`src/rtl/kvt_pkg.sv`:
```
// Types, character codes and byte classes shared by the key-value text tokenizer.
package kvt_pkg;

	localparam int FIELD_BITS = 24;
	// a byte can walk through at most three lexer modes before it is consumed
	localparam int LEX_PASSES = 3;
	localparam int FIFO_DEPTH = 4;

	localparam logic [7:0] CH_NUL    = 8'h00;
	localparam logic [7:0] CH_TAB    = 8'h09;
	localparam logic [7:0] CH_LF     = 8'h0A;
	localparam logic [7:0] CH_CR     = 8'h0D;
	localparam logic [7:0] CH_SPACE  = 8'h20;
	localparam logic [7:0] CH_DQUOTE = 8'h22;
	localparam logic [7:0] CH_SQUOTE = 8'h27;
	localparam logic [7:0] CH_SLASH  = 8'h2F;
	localparam logic [7:0] CH_LBRACK = 8'h5B;
	localparam logic [7:0] CH_BSLASH = 8'h5C;
	localparam logic [7:0] CH_RBRACK = 8'h5D;
	localparam logic [7:0] CH_LOW_N  = 8'h6E;
	localparam logic [7:0] CH_LOW_R  = 8'h72;
	localparam logic [7:0] CH_LOW_T  = 8'h74;
	localparam logic [7:0] CH_LBRACE = 8'h7B;
	localparam logic [7:0] CH_RBRACE = 8'h7D;
	localparam logic [7:0] CH_TILDE  = 8'h7E;

	typedef enum logic [3:0] {
		MODE_IDLE     = 4'd0,
		MODE_CRIDLE   = 4'd1,
		MODE_SLASH    = 4'd2,
		MODE_UNQUOTED = 4'd3,
		MODE_COMMENT  = 4'd4,
		MODE_QOPEN    = 4'd5,
		MODE_QBODY    = 4'd6,
		MODE_QESC     = 4'd7
	} lexer_mode_t;

	typedef enum logic [2:0] {
		TK_NEWLINE  = 3'd0,
		TK_LBRACE   = 3'd1,
		TK_RBRACE   = 3'd2,
		TK_LBRACKET = 3'd3,
		TK_RBRACKET = 3'd4,
		TK_STRING   = 3'd5,
		TK_END      = 3'd6
	} token_kind_t;

	typedef struct packed {
		logic [7:0] text_byte;
		logic       end_of_text;
	} text_item_t;

	typedef struct packed {
		token_kind_t           token_kind;
		logic [FIELD_BITS-1:0] start_offset;
		logic [FIELD_BITS-1:0] end_offset;
		logic                  warning;
		logic                  last_token;
	} token_item_t;

	function automatic logic is_print(logic [7:0] b);
		return (b >= CH_SPACE) && (b <= CH_TILDE);
	endfunction

	function automatic logic is_blank(logic [7:0] b);
		return (b == CH_SPACE) || ((b >= CH_TAB) && (b <= CH_CR));
	endfunction

	function automatic logic is_quote(logic [7:0] b);
		return (b == CH_DQUOTE) || (b == CH_SQUOTE);
	endfunction

	function automatic logic is_bracket(logic [7:0] b);
		return (b == CH_LBRACE) || (b == CH_RBRACE) || (b == CH_LBRACK) || (b == CH_RBRACK);
	endfunction

	function automatic logic is_escape(logic [7:0] b);
		return (b == CH_BSLASH) || (b == CH_SQUOTE) || (b == CH_DQUOTE) ||
			(b == CH_LOW_N) || (b == CH_LOW_T) || (b == CH_LOW_R);
	endfunction

endpackage

```
`src/rtl/key_value_text_tokenizer_top.sv`:
```
// Key-value text tokenizer: byte input stage, lexer state machine and token queue.
//
// Usage: bytes of a document enter on text_item (valid/ready), one item per byte; a zero
// byte, end_of_text, or a non-printable non-blank byte between tokens ends the document
// and offsets restart at 0 for the next byte. Tokens leave on token_item (valid/ready),
// one per item, with last_token marking the final token caused by a given byte.
// Each byte causes zero, one or two tokens; a token can appear one byte late since some
// tokens need one byte of lookahead.
// A token caused by a byte is made from the staged byte and offered from the token queue.
// Throughput: one byte per cycle when the queue has room; the lexer step is combinational.
// Tokens drain from a four-entry queue at one per cycle while token_ready is high;
// a byte that yields two tokens takes two entries, so a run of them is output-limited.
// Stalls: the lexer steps only while the queue has room for two tokens; when the
// receiver holds token_ready low the queue fills and text_ready drops once the staged
// byte cannot be processed. Nothing is dropped.
// Reset (arst_n low): lexer idle, offsets zero, input stage and queue empty.
module key_value_text_tokenizer_top #(
	parameter int OFFSET_BITS = 24
) (
	input  logic                 clk,
	input  logic                 arst_n,
	input  logic                 text_valid,
	output logic                 text_ready,
	input  kvt_pkg::text_item_t  text_item,
	output logic                 token_valid,
	input  logic                 token_ready,
	output kvt_pkg::token_item_t token_item
);
	import kvt_pkg::*;

	localparam int PTR_BITS = $clog2(FIFO_DEPTH);

	// input stage
	logic            valid_s1;
	logic [7:0]      byte_s1;

	// lexer state
	lexer_mode_t            mode_q, mode_d;
	logic                   quote_single_q, quote_single_d;
	logic [OFFSET_BITS-1:0] offset_q, offset_d;
	logic [OFFSET_BITS-1:0] tok_start_q, tok_start_d;
	logic [OFFSET_BITS-1:0] content_end_q, content_end_d;

	// token queue
	token_item_t         fifo_q [FIFO_DEPTH];
	logic [PTR_BITS-1:0] wr_ptr_q, rd_ptr_q;
	logic [PTR_BITS:0]   count_q;

	logic        fire;
	logic        text_acc;
	logic        pop;
	token_item_t tok [2];
	logic [1:0]  tok_n;

	function automatic logic [FIELD_BITS-1:0] to_field(logic [OFFSET_BITS-1:0] v);
		logic [31:0] w;
		w = 32'(v);
		return w[FIELD_BITS-1:0];
	endfunction

	function automatic token_item_t make_tok(token_kind_t kind, logic [OFFSET_BITS-1:0] s,
			logic [OFFSET_BITS-1:0] e, logic warn);
		token_item_t t;
		logic        str;
		str = (kind == TK_STRING);
		t.token_kind   = kind;
		t.start_offset = str ? to_field(s) : '0;
		t.end_offset   = str ? to_field(e) : '0;
		t.warning      = str & warn;
		t.last_token   = 1'b0;
		return t;
	endfunction

	assign fire       = valid_s1 && (count_q <= (PTR_BITS+1)'(FIFO_DEPTH - 2));
	assign text_ready = !valid_s1 || fire;
	assign text_acc   = text_valid && text_ready;
	assign pop        = token_valid && token_ready;

	assign token_valid = (count_q != '0);
	assign token_item  = fifo_q[rd_ptr_q];

	always_ff @(posedge clk or negedge arst_n) begin
		if (!arst_n) begin
			valid_s1 <= 1'b0;
		end else if (text_acc) begin
			valid_s1 <= 1'b1;
		end else if (fire) begin
			valid_s1 <= 1'b0;
		end
	end

	// end_of_text is folded into a zero byte here
	always_ff @(posedge clk) begin
		if (text_acc) begin
			byte_s1 <= text_item.end_of_text ? CH_NUL : text_item.text_byte;
		end
	end

	always_ff @(posedge clk or negedge arst_n) begin
		if (!arst_n) begin
			mode_q         <= MODE_IDLE;
			quote_single_q <= 1'b0;
			offset_q       <= '0;
			tok_start_q    <= '0;
			content_end_q  <= '0;
		end else if (fire) begin
			mode_q         <= mode_d;
			quote_single_q <= quote_single_d;
			offset_q       <= offset_d;
			tok_start_q    <= tok_start_d;
			content_end_q  <= content_end_d;
		end
	end

	// One lexer step: the byte may be re-examined after a mode ends on it.
	always_comb begin
		lexer_mode_t            mode_v;
		logic                   qs_v;
		logic [OFFSET_BITS-1:0] ts_v;
		logic [OFFSET_BITS-1:0] ce_v;
		logic [OFFSET_BITS-1:0] p;
		logic [OFFSET_BITS-1:0] p1;
		logic [7:0]             b;
		logic [7:0]             q;
		logic                   done;
		logic                   ended;

		mode_v = mode_q;
		qs_v   = quote_single_q;
		ts_v   = tok_start_q;
		ce_v   = content_end_q;
		p      = offset_q;
		p1     = OFFSET_BITS'(offset_q + 1'b1);
		b      = byte_s1;
		q      = CH_DQUOTE;
		done   = 1'b0;
		ended  = 1'b0;
		tok_n  = '0;
		tok[0] = make_tok(TK_NEWLINE, '0, '0, 1'b0);
		tok[1] = make_tok(TK_NEWLINE, '0, '0, 1'b0);

		for (int i = 0; i < LEX_PASSES; i++) begin
			if (!done) begin
				unique case (mode_v)
					MODE_CRIDLE: begin
						mode_v = MODE_IDLE;
						if (b == CH_LF) begin
							done = 1'b1;
						end
					end
					MODE_IDLE: begin
						done = 1'b1;
						if (b == CH_NUL || (!is_print(b) && !is_blank(b))) begin
							tok[tok_n[0]] = make_tok(TK_END, '0, '0, 1'b0);
							tok_n = tok_n + 2'd1;
							ended = 1'b1;
						end else if (b == CH_LF) begin
							tok[tok_n[0]] = make_tok(TK_NEWLINE, '0, '0, 1'b0);
							tok_n = tok_n + 2'd1;
						end else if (is_blank(b)) begin
							mode_v = (b == CH_CR) ? MODE_CRIDLE : MODE_IDLE;
						end else if (b == CH_LBRACE) begin
							tok[tok_n[0]] = make_tok(TK_LBRACE, '0, '0, 1'b0);
							tok_n = tok_n + 2'd1;
						end else if (b == CH_RBRACE) begin
							tok[tok_n[0]] = make_tok(TK_RBRACE, '0, '0, 1'b0);
							tok_n = tok_n + 2'd1;
						end else if (b == CH_LBRACK) begin
							tok[tok_n[0]] = make_tok(TK_LBRACKET, '0, '0, 1'b0);
							tok_n = tok_n + 2'd1;
						end else if (b == CH_RBRACK) begin
							tok[tok_n[0]] = make_tok(TK_RBRACKET, '0, '0, 1'b0);
							tok_n = tok_n + 2'd1;
						end else if (b == CH_SLASH) begin
							ts_v   = p;
							mode_v = MODE_SLASH;
						end else if (is_quote(b)) begin
							qs_v   = (b == CH_SQUOTE);
							mode_v = MODE_QOPEN;
						end else begin
							ts_v   = p;
							mode_v = MODE_UNQUOTED;
						end
					end
					MODE_SLASH: begin
						if (b == CH_SLASH) begin
							mode_v = MODE_COMMENT;
							done   = 1'b1;
						end else begin
							mode_v = MODE_UNQUOTED;
						end
					end
					MODE_UNQUOTED: begin
						if (b == CH_SPACE || b == CH_TAB || b == CH_LF || !is_print(b) ||
								is_bracket(b) || is_quote(b)) begin
							tok[tok_n[0]] = make_tok(TK_STRING, ts_v, p, is_quote(b));
							tok_n  = tok_n + 2'd1;
							mode_v = MODE_IDLE;
						end else begin
							done = 1'b1;
						end
					end
					MODE_COMMENT: begin
						if (b == CH_LF || !is_print(b) || is_bracket(b) || is_quote(b)) begin
							mode_v = MODE_IDLE;
						end else begin
							done = 1'b1;
						end
					end
					MODE_QOPEN: begin
						if (is_quote(b)) begin
							tok[tok_n[0]] = make_tok(TK_STRING, p, p, 1'b0);
							tok_n  = tok_n + 2'd1;
							mode_v = MODE_IDLE;
							done   = 1'b1;
						end else begin
							ts_v   = p;
							ce_v   = p;
							mode_v = MODE_QBODY;
						end
					end
					MODE_QBODY: begin
						q = qs_v ? CH_SQUOTE : CH_DQUOTE;
						if (b == q) begin
							if (ce_v != ts_v) begin
								tok[tok_n[0]] = make_tok(TK_STRING, ts_v, ce_v, 1'b0);
								tok_n = tok_n + 2'd1;
							end
							mode_v = MODE_IDLE;
							done   = 1'b1;
						end else if (b == CH_LF || b == CH_NUL) begin
							if (ce_v != ts_v) begin
								tok[tok_n[0]] = make_tok(TK_STRING, ts_v, ce_v, 1'b1);
								tok_n = tok_n + 2'd1;
							end
							mode_v = MODE_IDLE;
						end else if (!is_print(b)) begin
							// broken string: the byte is eaten, a CR also eats its LF
							if (ce_v != ts_v) begin
								tok[tok_n[0]] = make_tok(TK_STRING, ts_v, ce_v, 1'b1);
								tok_n = tok_n + 2'd1;
							end
							mode_v = (b == CH_CR) ? MODE_CRIDLE : MODE_IDLE;
							done   = 1'b1;
						end else begin
							// trim: spaces only move the end once real content follows
							if (b != CH_SPACE) begin
								if (ce_v == ts_v) begin
									ts_v = p;
								end
								ce_v = p1;
							end
							mode_v = (b == CH_BSLASH) ? MODE_QESC : MODE_QBODY;
							done   = 1'b1;
						end
					end
					MODE_QESC: begin
						mode_v = MODE_QBODY;
						if (is_escape(b)) begin
							ce_v = p1;
							done = 1'b1;
						end
					end
					default: begin
						mode_v = MODE_IDLE;
					end
				endcase
			end
		end

		if (tok_n == 2'd1) begin
			tok[0].last_token = 1'b1;
		end else if (tok_n == 2'd2) begin
			tok[1].last_token = 1'b1;
		end

		if (ended) begin
			mode_d         = MODE_IDLE;
			quote_single_d = 1'b0;
			offset_d       = '0;
			tok_start_d    = '0;
			content_end_d  = '0;
		end else begin
			mode_d         = mode_v;
			quote_single_d = qs_v;
			offset_d       = p1;
			tok_start_d    = ts_v;
			content_end_d  = ce_v;
		end
	end

	always_ff @(posedge clk or negedge arst_n) begin
		if (!arst_n) begin
			wr_ptr_q <= '0;
			rd_ptr_q <= '0;
			count_q  <= '0;
		end else begin
			if (fire) begin
				wr_ptr_q <= PTR_BITS'(wr_ptr_q + tok_n);
			end
			if (pop) begin
				rd_ptr_q <= PTR_BITS'(rd_ptr_q + 1'b1);
			end
			count_q <= (PTR_BITS+1)'(count_q + (fire ? (PTR_BITS+1)'(tok_n) : '0) -
				(pop ? (PTR_BITS+1)'(1) : '0));
		end
	end

	always_ff @(posedge clk) begin
		if (fire && tok_n != 2'd0) begin
			fifo_q[wr_ptr_q] <= tok[0];
		end
		if (fire && tok_n == 2'd2) begin
			fifo_q[PTR_BITS'(wr_ptr_q + 1'b1)] <= tok[1];
		end
	end

endmodule
```
`config.mk`:
```
export PLATFORM = sky130hd
export DESIGN_NAME = key_value_text_tokenizer_top
export DESIGN_NICKNAME = d
export VERILOG_FILES = /design/src/rtl/kvt_pkg.sv /design/src/rtl/key_value_text_tokenizer_top.sv
export SDC_FILE = /design/constraint.sdc
export NUM_CORES = 1
export LEC_CHECK = 0
export BUFFER_PORTS_ARGS = -buffer_cell sky130_fd_sc_hd__buf_4
export CORE_MARGIN = 4
export CORE_UTILIZATION = 60
export CTS_CLUSTER_DIAMETER = 50
export CTS_CLUSTER_SIZE = 30
export DETAILED_ROUTE_END_ITERATION = 8
export HOLD_SLACK_MARGIN = 0.02
export PLACE_DENSITY = 0.87
export SETUP_SLACK_MARGIN = 0.1
export SLEW_MARGIN = 20
export SYNTH_ARGS = -nofsm -noshare
export SYNTH_HDL_FRONTEND = slang
export SYNTH_SLANG_ARGS = --single-unit
```
`constraint.sdc`:
```
create_clock -name clk -period 25.6 [get_ports clk]
set_clock_uncertainty 0.15 [all_clocks]
set_input_delay 2.56 -clock clk [delete_from_list [all_inputs] [get_ports clk]]
set_output_delay 2.56 -clock clk [all_outputs]
set_load 0.005 [all_outputs]
```
==> qor.log <==
INFO  cells_and_area layout-drive-gt1-share=0.149
INFO  placed_design  detailedPlacementHpwl=41200um
INFO  cts            cts_tree=yes
INFO  power_and_ir_drop power-per-cell-area=98.3mW/mm2
INFO  die            io_pins=68
INFO  cells_and_area layout_common_cells=nor2_1, edfxtp_1, nand2_1
INFO  cts            max-clock-path-buffers=3
INFO  critical_path  slowest_stage=nor3b_1
INFO  yosys          post_synthesis_net_count=1745
INFO  global_route   number_of_antenna_violations_at_the_first_check_in_global_routing=0
INFO  critical_path  crit_path_end_kind=flop
INFO  yosys          average_footprint_of_a_synthesized_cell=10.5um2
INFO  cts            cts_buffers=27
INFO  yosys          syn_area=0.0180mm2
INFO  power_and_ir_drop totalPowerFinal=0.00194W
INFO  placed_design  placement.cell_area=0.0188mm2
INFO  cells_and_area n_fill_cell=2166
INFO  cts            clock_latency=0.59ns
INFO  yosys          yosys_most_used_dff=edfxtp_1
INFO  cts            ctsHtreeMaxLevel=1
INFO  drt            wl_per_cell=28.4um
INFO  timing         timing.slew.headroom=0.136
INFO  drt            detailedRoute.firstIterationViolations=2710
INFO  critical_path  slack_of_the_worst_reg_to_reg_path=17.66ns
INFO  yosys          yosysUniqueCellTypes=100
INFO  critical_path  worst-endpoint-required=25.75ns
INFO  global_route   grt_max_degree=65
INFO  die            coreArea=0.0296mm2
INFO  drt            drcViolationCount=0
INFO  timing         drv_slew=0
INFO  cts            postCtsHoldBufs=0
INFO  critical_path  critical_path_class=flop to flop
INFO  die            die-area=0.0329mm2
INFO  job            max-cap-violations=0
INFO  cts            post_cts_resize_count=0
INFO  global_route   total_overflow_reported_by_the_global_router=0
INFO  cells_and_area multi_input_comb_area=0.00868mm2
INFO  yosys          number_of_storage_elements_in_the_synthesis_netlist=305
INFO  global_route   grt_util_all_layers=0.358
INFO  cells_and_area final_cell_count_no_fill=2131
INFO  critical_path  crit_path_frequent_cell=nor2_1
INFO  global_route   global_route_wire_length_before_repair=91400um
INFO  drt            vias_per_cell=7.20
INFO  timing         tightest_slew=1.29ns
INFO  cts            post_cts_buffers=0
INFO  timing         timing.final.crit_period=7.94ns
INFO  global_route   number_of_global_route_vias_before_repair=14.5k
INFO  cts            clk_root_buffer_cell=clkbuf_16
INFO  timing         setup_tns_after_final_layout=0ns
INFO  critical_path  worst_ep_arrival_time=8.09ns
INFO  status         outcome=completed
INFO  timing         worst_hold_slack=0.357ns
INFO  timing         grt_setup_unrepaired=false
INFO  cells_and_area fin_area=0.0198mm2
INFO  yosys          seq_area_frac_synth=0.485
INFO  yosys          synthesis.instances=1723
INFO  die            dieWidth=181um
INFO  critical_path  timing.critical_path.from_type=flop
INFO  cts            clock_sink_count=305
INFO  drt            routed_wl=60400um
INFO  die            initial_utilization=0.608
INFO  critical_path  critPathMaxFanout=14
INFO  drt            first_pass_iters=7
INFO  drt            via_count=15.3k
INFO  cells_and_area nets=1742
INFO  power_and_ir_drop vdd_drop_max=0.0879mV
INFO  critical_path  slowest_stage_delay_on_critical_path=1.10ns
INFO  die            fp-row-count=63
INFO  timing         number_of_failing_hold_endpoints_at_the_final_stage=0
INFO  yosys          synth-edff-count=220
INFO  placed_design  buffer_ports.inserted=67
INFO  power_and_ir_drop power.static_leakage=7.54nW
INFO  placed_design  dpl.cell_count=2079
INFO  placed_design  gpl.final_weighted_congestion=1.09
INFO  die            dieHeight=181um
INFO  cells_and_area sequential_cell_area=0.00874mm2
INFO  cells_and_area layout_commonest_cell=nor2_1
INFO  timing         setup-violations-final=0
INFO  drt            final_ant_viol_nets=0
INFO  cells_and_area area_delta_synth_final=9.87%
INFO  yosys          yosysWarnings=0
INFO  yosys          synthArstFlopShare=0.279
INFO  cts            clock_transition_time_at_the_flip_flop_clock_pins_of_the_worst_setup_and_hold_paths=0.09ns
INFO  hold_path      worstHoldPathType=flop to flop
INFO  critical_path  cp_cell_sequence=nand4_1 -> nor3b_1 -> nand3_1 -> xor2_1 -> a22oi_1 -> or3_1 -> xnor2_1 -> nor3_1 -> nand4_2 -> nor2_1 -> inv_1 -> ha_1 -> a41o_1 -> o21ai_0 -> o311ai_4 -> nor2_1 -> buf_4 -> nor2_1 -> a21boi_2 -> a222oi_1 -> nor2_1
INFO  cells_and_area antennaDiodeCount=0
INFO  timing         max_freq=126MHz
INFO  timing         period_share=0.310
[logic make-up after synthesis]
kind of cell	synth area share
compound gates	0.168
flops	0.485
mux	0.0896
simple gates	0.176
buf+inv	0.0372
xor+xnor	0.0379
fa+ha+maj	0.00667
[final cells by class]
cell class	count	share of cell area
Clock buffer	28	0.0343
Tap cell	390	0.0247
Multi-Input combinational cell	1257	0.439
Inverter	27	0.00512
Clock inverter	22	0.0169
Timing Repair Buffer	102	0.0386
Sequential cell	305	0.442
[per-layer routing]
metal | global-route usage | vias to the layer above | part of all wire
met2 | 0.551 | 1290 | 0.45
met1 | 0.506 | 7341 | 0.37
li1 | - | 6482 | -
met4 | 0.125 | 0 | 0.047
met3 | 0.0848 | 227 | 0.13
met5 | 0 | - | 0
[per-stage QoR]
| step | setup WS, ns | utilization |
|---|---|---|
| CTS | 18.01 | 0.667 |
| global route | 17.59 | 0.668 |
| finish | 17.66 | 0.668 |
| floorplan | 14.76 | - |
| global placement | 18.18 | 0.633 |
| detailed placement | 18.05 | 0.633 |
[state kept, by name, summed over array words and instances, names as in the netlist]
signal,count
fifo_q,212
count_q,3
wr_ptr_q,2
tok_start_q,24
offset_q,24
content_end_q,24
byte_s1,8
quote_single_q,1
valid_s1,1
rd_ptr_q,2
mode_q,4
[path summary, 6_finish.rpt]
check,from,end,depth (start not counted)
max,offset_q[5],fifo_q[1][49],21
min,count_q[2],count_q[2],1
max reg2reg,offset_q[5],fifo_q[1][49],21
min reg2reg,count_q[2],count_q[2],1
max in group asynchronous,arst_n,rd_ptr_q[0],2
min in group asynchronous,arst_n,offset_q[12],1
[cells in the mapped netlist, types with 8 or more instances]
cell type    n  area share
nor2_1     251       0.052
edfxtp_1   220        0.37
nand2_1    146       0.030
o21ai_0     98       0.027
dfrtp_1     85        0.12
clkbuf_1    84       0.018
a21oi_1     72       0.020
mux4_2      53       0.066
xor2_1      49       0.024
nor3_1      43       0.012
mux2i_1     42       0.023
nand3_1     36       0.010
a22o_1      35       0.017
buf_2       32      0.0089
xnor2_1     29       0.014
inv_1       27      0.0056
nor2b_1     27      0.0094
and2_1      19      0.0066
a221oi_1    18      0.0088
and3_1      18      0.0063
o211ai_1    18      0.0075
a22oi_1     17      0.0071
nand2b_1    17      0.0059
a221o_1     16      0.0089
a222oi_1    16      0.0089
nor4_1      15      0.0052
o22ai_1     14      0.0049
buf_1       12      0.0025
nand4_1     12      0.0042
a211o_1     10      0.0049
a211oi_1    10      0.0042
a31oi_1     10      0.0035
or3_1       10      0.0035
o31ai_1      9      0.0038
ha_1         8      0.0056
[power by group]
group          switching (W)  internal, W  leakage [nW]  total (W)
logic               0.000506     0.000303          3.89   0.000810
clock network       0.000234     0.000217         0.479   0.000451
registers          0.0000608     0.000623          3.17   0.000684
total               0.000801      0.00114          7.54    0.00194
[worst max-delay path: cells and delay by family (launching register included)]
| family | cells | cell delay (ns) |
|---|---|---|
| AND/OR/NAND/NOR | 10 | 3.42 |
| AO/OA/AOI/OAI | 6 | 2.04 |
| flip-flops | 1 | 0.74 |
| XOR/XNOR | 2 | 0.69 |
| buffers and inverters | 2 | 0.32 |
| adder cells (fa/ha/maj) | 1 | 0.29 |
Power figures use the tool's default switching activity.
